--- config.mk ---
export PLATFORM = sky130hd
export DESIGN_NAME = sprite_tile_row_decoder_flat
export DESIGN_NICKNAME = d
export VERILOG_FILES = /design/src/rtl/sprd_pkg.sv /design/src/rtl/sprd_ifs.sv /design/src/rtl/sprite_tile_row_decoder.sv /design/src/flat_wrapper.sv
export SDC_FILE = /design/constraint.sdc
export NUM_CORES = 1
export LEC_CHECK = 0
export ABC_AREA = 1
export ABC_CLOCK_PERIOD_IN_PS = 4260
export BUFFER_PORTS_ARGS = -buffer_cell sky130_fd_sc_hd__buf_2
export CAP_MARGIN = 40
export CORE_ASPECT_RATIO = 0.9
export CORE_MARGIN = 10
export CORE_UTILIZATION = 59
export CTS_CLUSTER_DIAMETER = 80
export DETAILED_ROUTE_END_ITERATION = 8
export PLACE_DENSITY = 0.8
export RECOVER_POWER = 50
export SLEW_MARGIN = 20
export SYNTH_ARGS = -nofsm -noshare
export SYNTH_HDL_FRONTEND = slang
export SYNTH_SLANG_ARGS = --single-unit
--- constraint.sdc ---
create_clock -name clk_i -period 4.26 [get_ports clk_i]
set_input_delay 0.426 -clock clk_i [delete_from_list [all_inputs] [get_ports clk_i]]
set_output_delay 0.426 -clock clk_i [all_outputs]
set_load 0.02 [all_outputs]
--- src/rtl/sprd_pkg.sv ---
// Shared types, codes and the color ROM of the sprite tile row decoder.
// No dependencies.
package sprd_pkg;

  localparam int unsigned SprSlotsDefault = 64;
  localparam int unsigned CfgIdxW         = 2;
  localparam int unsigned CfgDataW        = 6;

  typedef enum logic {
    OP_PAL_WRITE = 1'b0,
    OP_DECODE    = 1'b1
  } sprd_op_e;

  typedef enum logic [CfgIdxW-1:0] {
    CFG_TALL_MODE  = 2'd0,
    CFG_HIGH_PAT   = 2'd1,
    CFG_SPRITES_ON = 2'd2,
    CFG_SLOT_ROT   = 2'd3
  } sprd_cfg_e;

  typedef struct packed {
    logic       opcode;
    logic [5:0] slot_number;
    logic [7:0] tile_number;
    logic [7:0] attribute_byte;
    logic [3:0] source_row;
    logic [7:0] plane_low;
    logic [7:0] plane_high;
    logic [3:0] palette_slot;
    logic [5:0] palette_color;
  } sprd_req_t;

  typedef struct packed {
    logic [8:0]  sheet_x;
    logic [3:0]  sheet_y;
    logic [7:0]  red;
    logic [7:0]  green;
    logic [7:0]  blue;
    logic [7:0]  alpha;
    logic [12:0] fetch_address;
    logic        last_pixel;
  } sprd_pix_t;

  localparam logic [23:0] ColorRom [64] = '{
    24'h808080, 24'h003DA6, 24'h0012B0, 24'h440096,
    24'hA1005E, 24'hC70028, 24'hBA0600, 24'h8C1700,
    24'h5C2F00, 24'h104500, 24'h054A00, 24'h00472E,
    24'h004166, 24'h000000, 24'h050505, 24'h050505,
    24'hC7C7C7, 24'h0077FF, 24'h2155FF, 24'h8237FA,
    24'hEB2FB5, 24'hFF2950, 24'hFF2200, 24'hD63200,
    24'hC46200, 24'h358000, 24'h058F00, 24'h008A55,
    24'h0099CC, 24'h212121, 24'h090909, 24'h090909,
    24'hFFFFFF, 24'h0FD7FF, 24'h69A2FF, 24'hD480FF,
    24'hFF45F3, 24'hFF618B, 24'hFF8833, 24'hFF9C12,
    24'hFABC20, 24'h9FE30E, 24'h2BF035, 24'h0CF0A4,
    24'h05FBFF, 24'h5E5E5E, 24'h0D0D0D, 24'h0D0D0D,
    24'hFFFFFF, 24'hA6FCFF, 24'hB3ECFF, 24'hDAABEB,
    24'hFFA8F9, 24'hFFABB3, 24'hFFD2B0, 24'hFFEFA6,
    24'hFFF79C, 24'hD7E895, 24'hA6EDAF, 24'hA2F2DA,
    24'h99FFFC, 24'hDDDDDD, 24'h111111, 24'h111111
  };

  function automatic logic [23:0] color_lookup(input logic [5:0] id);
    return ColorRom[id];
  endfunction

endpackage

--- src/rtl/sprd_ifs.sv ---
// Valid/ready channel interfaces for requests and pixels.
// Depends on sprd_pkg.
interface sprd_req_if import sprd_pkg::*; ();
  logic      valid;
  logic      ready;
  sprd_req_t data;
  modport source (output valid, output data, input ready);
  modport sink (input valid, input data, output ready);
endinterface

interface sprd_pix_if import sprd_pkg::*; ();
  logic      valid;
  logic      ready;
  sprd_pix_t data;
  modport source (output valid, output data, input ready);
  modport sink (input valid, input data, output ready);
endinterface

--- src/rtl/sprite_tile_row_decoder.sv ---
// Sprite tile row decoder: a loaded decode row gives eight pixels, one per cycle unless output stalls.
// A decode request passes the row stage, the lookup stage and the output register.
// New requests are taken while the row stage is idle or as the last pixel of a row issues.
// Rows issue through a 16x6 palette RAM (registered read) then the color ROM.
// Reset (async, active low) clears control, config and palette valid bits; sprites-on resets to 1.
// Depends on sprd_pkg and sprd_ifs.
module sprite_tile_row_decoder import sprd_pkg::*; #(
  parameter int unsigned SPRITE_SLOTS = SprSlotsDefault
) (
  input  logic                clk_i,
  input  logic                rst_ni,
  input  logic                cfg_we_i,
  input  logic [CfgIdxW-1:0]  cfg_idx_i,
  input  logic [CfgDataW-1:0] cfg_data_i,
  sprd_req_if.sink            req_i,
  sprd_pix_if.source          pix_o
);

  localparam int unsigned ColW       = $clog2(SPRITE_SLOTS);
  localparam int unsigned SumW       = 7;
  localparam int unsigned RecipShift = 16;
  localparam int unsigned Recip      = (1 << RecipShift) / SPRITE_SLOTS + 1;
  localparam int unsigned RecipW     = $clog2(Recip + 1);
  localparam int unsigned ProdW      = SumW + RecipW;

  // configuration
  logic       tall_q, hipat_q, on_q;
  logic [5:0] rot_q;

  // row stage
  logic          row_vld_q;
  logic [2:0]    cnt_q;
  logic [7:0]    plo_q, phi_q;
  logic          hflip_q;
  logic [1:0]    pal_q;
  logic [3:0]    y_q;
  logic [12:0]   addr_q;
  logic [SumW-1:0] sum_q;

  // palette RAM
  logic [5:0]  pal_mem_q [16];
  logic [15:0] pal_vld_q;
  logic [5:0]  rd_data_q;
  logic        rd_vld_q;

  // lookup stage
  logic            s1_vld_q;
  logic            s1_opaque_q;
  logic [2:0]      s1_pos_q;
  logic [3:0]      s1_y_q;
  logic [12:0]     s1_addr_q;
  logic            s1_last_q;
  logic [SumW-1:0] s1_sum_q;
  logic [SumW-1:0] s1_quo_q;

  // output register
  logic      pix_vld_q;
  sprd_pix_t pix_q, pix_d;

  logic            out_ready, s1_ready, issue, last_issue, accept;
  logic            is_dec, is_wr, load;
  logic [2:0]      bit_sel;
  logic [1:0]      pv;
  logic [3:0]      rd_addr;
  logic [ProdW-1:0] prod;
  logic [SumW-1:0] quo_d;
  logic            tbl_d;
  logic [7:0]      tile_d;
  logic [3:0]      y_d;
  logic [SumW-1:0] rem_a, rem_b;
  logic [ColW-1:0] column;
  logic [5:0]      rom_idx;
  logic [23:0]     rgb;

  assign out_ready  = !pix_vld_q || pix_o.ready;
  assign s1_ready   = !s1_vld_q || out_ready;
  assign issue      = row_vld_q && s1_ready;
  assign last_issue = issue && (cnt_q == 3'd7);
  assign req_i.ready = !row_vld_q || last_issue;
  assign accept     = req_i.valid && req_i.ready;
  assign is_dec     = accept && (req_i.data.opcode == OP_DECODE);
  assign is_wr      = accept && (req_i.data.opcode == OP_PAL_WRITE);
  assign load       = is_dec && (tall_q || !req_i.data.source_row[3]);

  always_comb begin
    tbl_d  = tall_q ? req_i.data.tile_number[0] : hipat_q;
    tile_d = tall_q ? {req_i.data.tile_number[7:1], req_i.data.source_row[3]}
                    : req_i.data.tile_number;
    if (!req_i.data.attribute_byte[7]) begin
      y_d = req_i.data.source_row;
    end else if (tall_q) begin
      y_d = 4'd15 - req_i.data.source_row;
    end else begin
      y_d = 4'd7 - req_i.data.source_row;
    end
  end

  assign bit_sel = 3'd7 - cnt_q;
  assign pv      = {phi_q[bit_sel], plo_q[bit_sel]};
  assign rd_addr = {pal_q, pv};
  assign prod    = ProdW'(sum_q) * ProdW'(Recip);
  assign quo_d   = SumW'(prod >> RecipShift);

  always_comb begin
    rem_a    = s1_sum_q - SumW'(s1_quo_q * SumW'(SPRITE_SLOTS));
    rem_b    = (rem_a >= SumW'(SPRITE_SLOTS)) ? rem_a - SumW'(SPRITE_SLOTS) : rem_a;
    column   = ColW'(rem_b);
    rom_idx  = rd_vld_q ? rd_data_q : 6'd0;
    rgb      = color_lookup(rom_idx);
    pix_d.sheet_x       = 9'({column, s1_pos_q});
    pix_d.sheet_y       = s1_y_q;
    pix_d.red           = s1_opaque_q ? rgb[23:16] : 8'h00;
    pix_d.green         = s1_opaque_q ? rgb[15:8] : 8'h00;
    pix_d.blue          = s1_opaque_q ? rgb[7:0] : 8'h00;
    pix_d.alpha         = s1_opaque_q ? 8'hFF : 8'h00;
    pix_d.fetch_address = s1_addr_q;
    pix_d.last_pixel    = s1_last_q;
  end

  assign pix_o.valid = pix_vld_q;
  assign pix_o.data  = pix_q;

  always_ff @(posedge clk_i or negedge rst_ni) begin
    if (!rst_ni) begin
      tall_q    <= 1'b0;
      hipat_q   <= 1'b0;
      on_q      <= 1'b1;
      rot_q     <= 6'd0;
      row_vld_q <= 1'b0;
      cnt_q     <= 3'd0;
      pal_vld_q <= 16'd0;
      s1_vld_q  <= 1'b0;
      pix_vld_q <= 1'b0;
    end else begin
      if (cfg_we_i) begin
        case (cfg_idx_i)
          CFG_TALL_MODE:  tall_q  <= cfg_data_i[0];
          CFG_HIGH_PAT:   hipat_q <= cfg_data_i[0];
          CFG_SPRITES_ON: on_q    <= cfg_data_i[0];
          CFG_SLOT_ROT:   rot_q   <= cfg_data_i;
          default: ;
        endcase
      end
      if (load) begin
        row_vld_q <= 1'b1;
        cnt_q     <= 3'd0;
      end else if (issue) begin
        row_vld_q <= !last_issue;
        cnt_q     <= cnt_q + 3'd1;
      end
      if (is_wr) begin
        pal_vld_q[req_i.data.palette_slot] <= 1'b1;
      end
      if (issue) begin
        s1_vld_q <= 1'b1;
      end else if (out_ready) begin
        s1_vld_q <= 1'b0;
      end
      if (s1_vld_q && out_ready) begin
        pix_vld_q <= 1'b1;
      end else if (pix_o.ready) begin
        pix_vld_q <= 1'b0;
      end
    end
  end

  always_ff @(posedge clk_i) begin
    if (load) begin
      plo_q   <= req_i.data.plane_low;
      phi_q   <= req_i.data.plane_high;
      hflip_q <= req_i.data.attribute_byte[6];
      pal_q   <= req_i.data.attribute_byte[1:0];
      y_q     <= y_d;
      addr_q  <= {tbl_d, tile_d, 1'b0, req_i.data.source_row[2:0]};
      sum_q   <= {1'b0, req_i.data.slot_number} + {1'b0, rot_q};
    end
    if (is_wr) begin
      pal_mem_q[req_i.data.palette_slot] <= req_i.data.palette_color;
    end
    if (issue) begin
      rd_data_q   <= pal_mem_q[rd_addr];
      rd_vld_q    <= pal_vld_q[rd_addr];
      s1_opaque_q <= on_q && (pv != 2'd0);
      s1_pos_q    <= hflip_q ? bit_sel : cnt_q;
      s1_y_q      <= y_q;
      s1_addr_q   <= addr_q;
      s1_last_q   <= (cnt_q == 3'd7);
      s1_sum_q    <= sum_q;
      s1_quo_q    <= quo_d;
    end
    if (s1_vld_q && out_ready) begin
      pix_q <= pix_d;
    end
  end

endmodule

--- src/flat_wrapper.sv ---
// flat-port wrapper written by rule: the top's interface ports become plain ports
module sprite_tile_row_decoder_flat import sprd_pkg::*;
#(
  parameter int unsigned SPRITE_SLOTS = SprSlotsDefault
)
  (clk_i, rst_ni, cfg_we_i, cfg_idx_i, cfg_data_i, req_i_valid, req_i_data, req_i_ready, pix_o_valid, pix_o_data, pix_o_ready);
  sprd_req_if req_i_i ();
  sprd_pix_if pix_o_i ();
  input  logic clk_i;
  input  logic rst_ni;
  input  logic cfg_we_i;
  input  logic [CfgIdxW-1:0] cfg_idx_i;
  input  logic [CfgDataW-1:0] cfg_data_i;
  input wire logic [$bits(req_i_i.valid)-1:0] req_i_valid;
  input wire logic [$bits(req_i_i.data)-1:0] req_i_data;
  output wire logic [$bits(req_i_i.ready)-1:0] req_i_ready;
  output wire logic [$bits(pix_o_i.valid)-1:0] pix_o_valid;
  output wire logic [$bits(pix_o_i.data)-1:0] pix_o_data;
  input wire logic [$bits(pix_o_i.ready)-1:0] pix_o_ready;
  assign req_i_i.valid = req_i_valid;
  assign req_i_i.data = req_i_data;
  assign req_i_ready = req_i_i.ready;
  assign pix_o_valid = pix_o_i.valid;
  assign pix_o_data = pix_o_i.data;
  assign pix_o_i.ready = pix_o_ready;
  sprite_tile_row_decoder #(.SPRITE_SLOTS(SPRITE_SLOTS)) u_core (.clk_i(clk_i), .rst_ni(rst_ni), .cfg_we_i(cfg_we_i), .cfg_idx_i(cfg_idx_i), .cfg_data_i(cfg_data_i), .req_i(req_i_i), .pix_o(pix_o_i));
endmodule
==> results of run 1 <==
[power by group]
| part | internal (mW) | leakage, nW | total, mW | switching [mW] |
|---|---|---|---|---|
| combinational | 1.15 | 2.53 | 4.25 | 3.10 |
| sequential | 3.37 | 2.38 | 3.60 | 0.234 |
| clock | 1.25 | 0.395 | 2.15 | 0.902 |
| total | 5.76 | 5.31 | 10.0 | 4.24 |
[how the worst max path moves through the flow]
stage | start | to | slack [ns] | depth (start not counted)
after floorplan | u_core.pix_o.valid$_DFFE_PN0P_ | u_core.pix_o.data[0]$_DFFE_PP_ | 0.77 | 1
after detailed placement | u_core.rd_data_q[4]$_DFFE_PP_ | u_core.pix_o.data[40]$_SDFFCE_PN0P_ | 1.51 | 7
after global routing | u_core.pix_o.valid$_DFFE_PN0P_ | u_core.pix_o.data[24]$_SDFFCE_PN0P_ | 0.94 | 2
after CTS | u_core.cnt_q[0]$_DFFE_PN0P_ | u_core.pal_mem_q[6][1]$_DFFE_PP_ | 1.44 | 8
final | u_core.pix_o.valid$_DFFE_PN0P_ | u_core.pix_o.data[31]$_SDFFCE_PN0P_ | 1.18 | 2
after global placement | u_core.rd_data_q[4]$_DFFE_PP_ | u_core.pix_o.data[40]$_SDFFCE_PN0P_ | 1.48 | 7
[area by class of cell]
class	count	area, µm²	share of cell area
Inverter	134	503.0	0.03854
Clock inverter	12	131.4	0.01007
Tap cell	250	312.8	0.02397
Clock buffer	34	679.4	0.05206
Timing Repair Buffer	131	603.1	0.04621
Multi-Input combinational cell	652	3378	0.2588
Sequential cell	253	7443	0.5703
[flip-flops by register name, summed over array words and instances, names as in the netlist, 4 cells and up]
| name | count |
|---|---|
| u_core.pal_mem_q | 96 |
| u_core.pix_o.data | 51 |
| u_core.pal_vld_q | 16 |
| u_core.addr_q | 12 |
| u_core.s1_addr_q | 12 |
| u_core.phi_q | 8 |
| u_core.plo_q | 8 |
| u_core.rd_data_q | 6 |
| u_core.rot_q | 6 |
| u_core.s1_sum_q | 6 |
| u_core.sum_q | 6 |
| u_core.s1_y_q | 4 |
| u_core.y_q | 4 |
[worst reg2reg max path: stages, from the launching register on]
cell                       delay [ns]
sky130_fd_sc_hd__dfrtp_1         0.44
sky130_fd_sc_hd__a21oi_4         0.16
sky130_fd_sc_hd__clkbuf_1        1.99
[metrics by stage]
stage / instances / util
global placement: 1418 / 0.6362
detailed placement: 1419 / 0.6370
finish: 1466 / 0.6749
CTS: 1466 / 0.6794
floorplan: 1094 / -
global route: 1466 / 0.6749
[routing by layer]
metal,global-route usage,vias to the layer above,share of wire
met4,0.07332,0,0.032
met2,0.3468,433,0.48
li1,-,3974,-
met5,0,-,0
met1,0.2632,3975,0.40
met3,0.04434,67,0.089
[layout by cell type (no fill, tap or decap), drive strengths merged, types with 9 or more instances in the layout]
cell type,count
nand2,209
clkinv,10
clkbuf,100
edfxtp,222
nor3,9
dfrtp,30
ha,16
nor2,68
a21oi,46
inv,134
xor2,9
nand3,152
o21ai,60
nand3b,31
buf,64
[kinds of logic (layout without fill, tap and decap cells)]
logic type	Yosys count	count (layout)	share of synthesized area
and+or+nand+nor	477	477	0.1870
other	1	1	0.0003204
buffers and inverters	189	311	0.07643
adders and majority gates	17	17	0.01881
xor gates and xnor gates	11	11	0.008232
DFF	253	253	0.6359
AOI/OAI and AO/OA	142	142	0.06948
muxes	4	4	0.003848
==> out/metrics.sh, run 1 <==
DOMINANT_CELL_BY_COUNT_IN_THE_SYNTHESIZED_NETLIST='sky130_fd_sc_hd__edfxtp_1'
CRITPATHARRIVALTIME_NS=3.16
POSTPLACECELLAREA_MM2=0.01232
END_KIND='register'
WORST-SETUP-PATH-TYPE='reg -> reg'
CLK_TRANSITION_REPORTED_PATHS_NS=0.06
FINALPOWER_mW=10.00
TIMING.FINAL.SETUP_VIOLATIONS=0
CRITPATHMAXSTAGEDELAY_NS=1.99
CTS_NUM_SINKS=253
NUMPORTBUFFERS=121
POSTLAYOUTCELLAREA_MM2=0.01305
TIMING.FINAL.CRIT_SHARE=0.7223
POST_SYNTH.CELL_AREA_AVG_UM2=10.70
MIN-DELAY-PATH-CLASS='in -> reg'
CLOCK_LATENCY_NS=0.53
DP.FINAL_HPWL_UM=18860
CTS.ROOT.BUFFER_CELL='sky130_fd_sc_hd__clkbuf_16'
SETUP_TNS_NS=0
MAX_STAGE_DELAY_CELL_WORST_PATH='sky130_fd_sc_hd__clkbuf_1'
LARGEST_NET_DEGREE_AT_THE_START_OF_GLOBAL_ROUTING=57
YS.FLOP_TYPE='sky130_fd_sc_hd__edfxtp_1'
SYNTH_ENABLE_FLOP_CELLS=222
TIMING_MAX_TRANSITION_VIOLATIONS_FINAL=84
TIMING.MAX_CAP.VIOLATIONS=2
CLOCK_TREE.BUFFER_DEPTH=3
WORST_SLEW_MARGIN_REL=-0.8777
TIMING.CRITICAL_PATH.FANOUT_MAX=51
FILLER_CELL_COUNT=1446
TRACK_USAGE=0.2079
TOP_LEVEL_PINS=127
SYNTHESIZED_INSTANCE_COUNT=1094
WORST-R2R-CELL-COUNT=2
POST_SYNTH_MOST_FREQUENT_CELLS='sky130_fd_sc_hd__edfxtp_1 (222), sky130_fd_sc_hd__nand2_1 (204), sky130_fd_sc_hd__nand3_1 (148)'
CTS-BUFFERS-INSERTED=25
VIASPERCELL=5.763
NNETSFINAL=1280
NUM_ANTENNA_CELLS=0
FINAL_HOLD_VIOL_COUNT=0
VIAS=8449
FIRST_PASS_GRT_WIRE_LENGTH_UM=43750
FLOORPLAN.CORE_AREA_MM2=0.01934
LAYOUT-DRIVE-GT1-SHARE=0.1012
CTSHTREEMAXLEVEL=1
CP_LAUNCH_TYPE='register'
FINAL_ANTENNA_NET_COUNT=0
SYNTH.FF_LATCH_COUNT=253
TRITONCTS='done'
GRT.OVERFLOW.TOTAL=0
SYNTH.DISTINCT_CELLS=50
R2R-START='u_core.pix_o.valid$_DFFE_PN0P_'
HOLD_BUFFERS=1
SYNTH_SEQUENTIAL_AREA_RATIO=0.6359
FP.DIEW_UM=168.5
DETAIL_ROUTE.ITER0.VIOLATIONS=846
INITIAL_ANTENNA_VIOLATION_COUNT=0
CELLLEAKAGEPOWER_nW=5.308
PATH_DELAY_FAMILY='buffers and inverters'
PRE_CTS_WS_NS=1.514
WORST_EP_REQUIRED_TIME_NS=4.35
FINAL_CRITICAL_PATH_SETUP_SLACK_NS=1.183
CLOCK_PERIOD_MINUS_WORST_SLACK_NS=3.077
RUN_STATUS='finished with violations'
ROUTABILITYCONGESTION=0.9699
REG2REG_SETUP_SLACK_NS=1.18
AREA_GROWTH_PCT=11.50
MAPPEDNETLISTNETS=1177
WHS_PATH_DEPTH=1
HOLD_END='u_core.phi_q[0]$_DFFE_PP_'
RSZ0062_AT_GRT='no'
WHS_NS=0.06463
AVGROUTEDWIREPERCELL_UM=19.00
RR_ENDPOINT='u_core.pix_o.data[31]$_SDFFCE_PN0P_'
CTSRESIZECOUNT=0
CLOCK.FMAX_GHz=0.3250
SETUP_BUFFERS_AFTER_CTS=0
DRT_DRC_VIOLATIONS_LEFT=0
CRITICAL_PATH_BUFFER_AND_INVERTER_COUNT=1
SYN-CELL-AREA_MM2=0.01170
CRITICAL_PATH.CELL_CHAIN='a21oi_4 > clkbuf_1'
FAILING_CHECKS='capacitance limit, slew limit'
FIRST_GLOBAL_VIAS=8258
DIE_AREA_MM2=0.02588
TIMING_WORST_SLEW_PIN_VALUE_NS=2.817
SYNTHDOMINANTCELLAREASHARE=0.5695
WORST_CLOCK_SKEW_NS=0.007798
SHARE_OF_SYNTHESIZED_FLIP_FLOPS_WITH_AN_ASYNCHRONOUS_SET_OR_RESET=0.1225
DRTPASS1ITERATIONS=7
FLOORPLAN.ROWS=48
SYNTHESIS_WARNINGS=0
DRT-TOTAL-WL_UM=27850
IRDROPWORSTVDD_V=0.0004358
INITIAL_CORE_UTIL=0.6053
TIMING.HOLD.WORST.START='req_i_data[10]'
SYNTH_TOP_CELLS_BY_AREA='sky130_fd_sc_hd__edfxtp_1 (57%), sky130_fd_sc_hd__nand2_1 (6.5%), sky130_fd_sc_hd__dfrtp_1 (6.4%), sky130_fd_sc_hd__nand3_1 (6.3%), sky130_fd_sc_hd__inv_1 (4.1%)'
CELL_TAKING_THE_MOST_AREA_AFTER_SYNTHESIS='sky130_fd_sc_hd__edfxtp_1'
CELLPOWERDENSITY_mW_PER_MM2=766.3
CHIPHEIGHT_UM=153.6
No activity file was read; power rests on OpenSTA's default activity.
==> run 2, diff against run 1 <==
--- a/config.mk
+++ b/config.mk
@@ -6,15 +6,15 @@
 export NUM_CORES = 1
 export LEC_CHECK = 0
 export ABC_AREA = 1
-export ABC_CLOCK_PERIOD_IN_PS = 4260
+export ABC_CLOCK_PERIOD_IN_PS = 2590
 export BUFFER_PORTS_ARGS = -buffer_cell sky130_fd_sc_hd__buf_2
 export CAP_MARGIN = 40
 export CORE_ASPECT_RATIO = 0.9
 export CORE_MARGIN = 10
-export CORE_UTILIZATION = 59
+export CORE_UTILIZATION = 53
 export CTS_CLUSTER_DIAMETER = 80
 export DETAILED_ROUTE_END_ITERATION = 8
-export PLACE_DENSITY = 0.8
+export PLACE_DENSITY = 0.76
 export RECOVER_POWER = 50
 export SLEW_MARGIN = 20
 export SYNTH_ARGS = -nofsm -noshare
==> constraint.sdc (replaced) <==
create_clock -name clk_i -period 2.59 [get_ports clk_i]
set_input_delay 0.259 -clock clk_i [delete_from_list [all_inputs] [get_ports clk_i]]
set_output_delay 0.259 -clock clk_i [all_outputs]
set_load 0.02 [all_outputs]
==> run 2 against run 1 <==
Effect of this change: the flow still finishes with violations (capacitance limit, slew limit); register-to-register slack lost 0.88 ns; first-iteration DRC count grew 2.6%; total power grew 75%; clock-buffer cell count shrank 7; sequential power grew 61%; setup slack lost 0.88 ns; global-route usage shrank 0.37 points; critical path type unchanged; critical endpoint is now u_core.rd_data_q[5]$_DFFE_PP_; largest power group unchanged; highest routed layer unchanged.
==> out/metrics.sh, run 2 (synthesis gave the netlist of run 1 again) <==
FINAL_HOLD_VIOL_COUNT=0
WHS_PATH_DEPTH=4
VIASPERCELL=5.501
CTSRESIZECOUNT=0
RSZ0062_AT_GRT='no'
TIMING.CRITICAL_PATH.FANOUT_MAX=57
FIRST_PASS_GRT_WIRE_LENGTH_UM=46610
INITIAL_ANTENNA_VIOLATION_COUNT=0
NNETSFINAL=1357
SETUP_TNS_NS=0
CTS.ROOT.BUFFER_CELL='sky130_fd_sc_hd__clkbuf_16'
FLOORPLAN.CORE_AREA_MM2=0.02170
GRT.OVERFLOW.TOTAL=0
DRTPASS1ITERATIONS=5
REGISTERS.TOP_BY_FF_COUNT='u_core.pal_mem_q'
SWITCHING_SHARE=0.4131
VIAS=8719
TIMING.FINAL.CRIT_SHARE=0.8844
NUM_ANTENNA_CELLS=0
CTS_NUM_SINKS=253
END_KIND='register'
FIN_UTIL=0.6411
POWER.SHARE.CLOCK=0.230
TIMING_MAX_TRANSITION_VIOLATIONS_FINAL=32
DRT-TOTAL-WL_UM=29940
NUMPORTBUFFERS=121
TOP_LEVEL_PINS=127
FP.DIEW_UM=176.7
LAYOUT-DRIVE-GT1-SHARE=0.1360
DETAIL_ROUTE.ITER0.VIOLATIONS=868
MIN-DELAY-PATH-CLASS='in -> reg'
WORST_SLEW_MARGIN_REL=-0.1941
CP_LAUNCH_TYPE='register'
CRIT_TOP_CELL='sky130_fd_sc_hd__nand3_1'
POWER.NET_SWITCHING_mW=7.212
WORST-SETUP-PATH-TYPE='reg -> reg'
RUN_STATUS='finished with violations'
FINAL_ANTENNA_NET_COUNT=0
DIE_AREA_MM2=0.02844
POWER.SHARE.COMBINATIONAL=0.437
CLOCK.FMAX_GHz=0.4366
AVGROUTEDWIREPERCELL_UM=18.89
CLK_TRANSITION_REPORTED_PATHS_NS=0.06
FIRST_GLOBAL_VIAS=8563
WORST-R2R-CELL-COUNT=11
INITIAL_CORE_UTIL=0.5395
LAYOUT.CELLS.MOST_COMMON='sky130_fd_sc_hd__edfxtp_1'
WORST_EP_REQUIRED_TIME_NS=2.85
CTS-BUFFERS-INSERTED=26
DRT_DRC_VIOLATIONS_LEFT=0
CRITICAL_PATH.CELL_CHAIN='clkbuf_1 > inv_2 > nand3_1 > nand3_2 > nand2_2 > buf_12 > nand2_1 > nand3_1 > nand3_1 > nand3_1 > nand2_1'
CELLLEAKAGEPOWER_nW=5.728
CLOCK_PERIOD_MINUS_WORST_SLACK_NS=2.291
TRITONCTS='done'
DP.FINAL_HPWL_UM=19850
CRITPATHARRIVALTIME_NS=2.55
CLOCK_LATENCY_NS=0.54
IRDROPWORSTVDD_V=0.0007276
CHIPHEIGHT_UM=161.0
LARGEST_NET_DEGREE_AT_THE_START_OF_GLOBAL_ROUTING=58
FLOORPLAN.ROWS=51
CELL_INTERNAL_PWR_mW=10.25
CTSHTREEMAXLEVEL=1
TIMING_WORST_SLEW_PIN_VALUE_NS=1.791
FAILING_CHECKS='capacitance limit, slew limit'
CLOCK_TREE.BUFFER_DEPTH=3
FF_LATCH_AREA_MM2=0.007443
CRITPATHMAXSTAGEDELAY_NS=0.38
TIMING.MAX_CAP.VIOLATIONS=1
ROUTABILITYCONGESTION=0.9911
LARGEST_REGISTER_FFS=96
TIMING.FINAL.SETUP_VIOLATIONS=0
FILLER_CELL_COUNT=1695
PWR-SHARE-SEQ=0.333
MAX_STAGE_DELAY_CELL_WORST_PATH='sky130_fd_sc_hd__clkbuf_1'
TRACK_USAGE=0.2043
CELLPOWERDENSITY_mW_PER_MM2=1255
AREA_OCCUPIED_BY_MULTI_INPUT_GATES_MM2=0.003367
LEADING_CELL_TYPES_IN_THE_LAYOUT_FILL_AND_TAPS_EXCLUDED='sky130_fd_sc_hd__edfxtp_1 (222), sky130_fd_sc_hd__nand2_1 (204), sky130_fd_sc_hd__nand3_1 (148)'
WORST_CLOCK_SKEW_NS=0.01758
AREA_GROWTH_PCT=18.82
## run 2: changes by cell type in the layout (fill, tap and decap cells not counted), sizes merged
| cell | change |
|---|---|
| buf | +44 |
| bufinv | +4 |
| clkinv | +4 |
| clkinvlp | +3 |
| dlygate4sd3 | +34 |
| clkbuf | -9 |
| inv | -2 |
## run 2: layer usage
| metal | GRT usage | vias up | part of all wire |
|---|---|---|---|
| met5 | 0 | - | 0 |
| met4 | 0.07331 | 0 | 0.034 |
| met3 | 0.04149 | 80 | 0.095 |
| met2 | 0.3415 | 456 | 0.48 |
| met1 | 0.2580 | 4046 | 0.39 |
| li1 | - | 4137 | - |
## run 2: layout make-up
type,count,share of cell area
tap,291,0.02618
inverter,134,0.03616
multi-input combinational,652,0.2421
sequential,253,0.5352
clock inverter,21,0.02051
clock buffer,27,0.04705
timing repair buffer,207,0.09284
## run 2: final timing paths
path / from / end / slack [ns]
worst max register to register: u_core.cnt_q[1]$_DFFE_PN0P_ / u_core.rd_data_q[5]$_DFFE_PP_ / 0.30
worst min-delay path: pix_o_ready / u_core.pix_o.valid$_DFFE_PN0P_ / 0.02
max in group asynchronous: rst_ni / u_core.tall_q$_DFFE_PN0P_ / 0.79
worst max-delay path: u_core.cnt_q[1]$_DFFE_PN0P_ / u_core.rd_data_q[5]$_DFFE_PP_ / 0.30
min in group asynchronous: rst_ni / u_core.cnt_q[0]$_DFFE_PN0P_ / 0.75
worst min register to register: u_core.addr_q[6]$_DFFE_PP_ / u_core.s1_addr_q[6]$_DFFE_PP_ / 0.41
## run 2: metrics by stage
| step | power [mW] | setup slack, ns | instances | cell area, µm² | hold WS, ns |
|---|---|---|---|---|---|
| 6_report | 17.46 | 0.2994 | 1585 | 13910 | 0.01870 |
| 5_1_grt | 18.49 | 0.06554 | 1585 | 13910 | 0.02833 |
| 4_1_cts | 17.49 | 0.3651 | 1585 | 14000 | 0.01915 |
| 3_5_place_dp | 13.44 | 0.3926 | 1502 | 12710 | 0.3493 |
| 3_3_place_gp | 13.40 | 0.4148 | 1502 | 12710 | 0.3421 |
| 2_1_floorplan | 11.22 | 0.1987 | 1094 | 11710 | -0.03659 |
## run 2: worst max-delay path, delay by kind of cell, from the launching register on
family / cells / cell delay [ns]
flip-flops: 1 / 0.36
AND/OR/NAND/NOR: 8 / 0.87
buffers and inverters: 3 / 0.73
## run 2: timing repair
item / CTS / global route
hold buffers: 35 / 0
endpoints found under the hold margin: 64 / 0
buffers inserted: 0 / 0
## run 2: power groups by stage
stage / clock, mW / combinational [mW] / sequential (mW)
2_1_floorplan: 0 / 4.89 / 6.32
3_3_place_gp: 0 / 7.56 / 5.84
3_5_place_dp: 0 / 7.55 / 5.89
4_1_cts: 4.05 / 7.63 / 5.81
5_1_grt: 4.26 / 8.34 / 5.89
6_report: 4.01 / 7.63 / 5.81
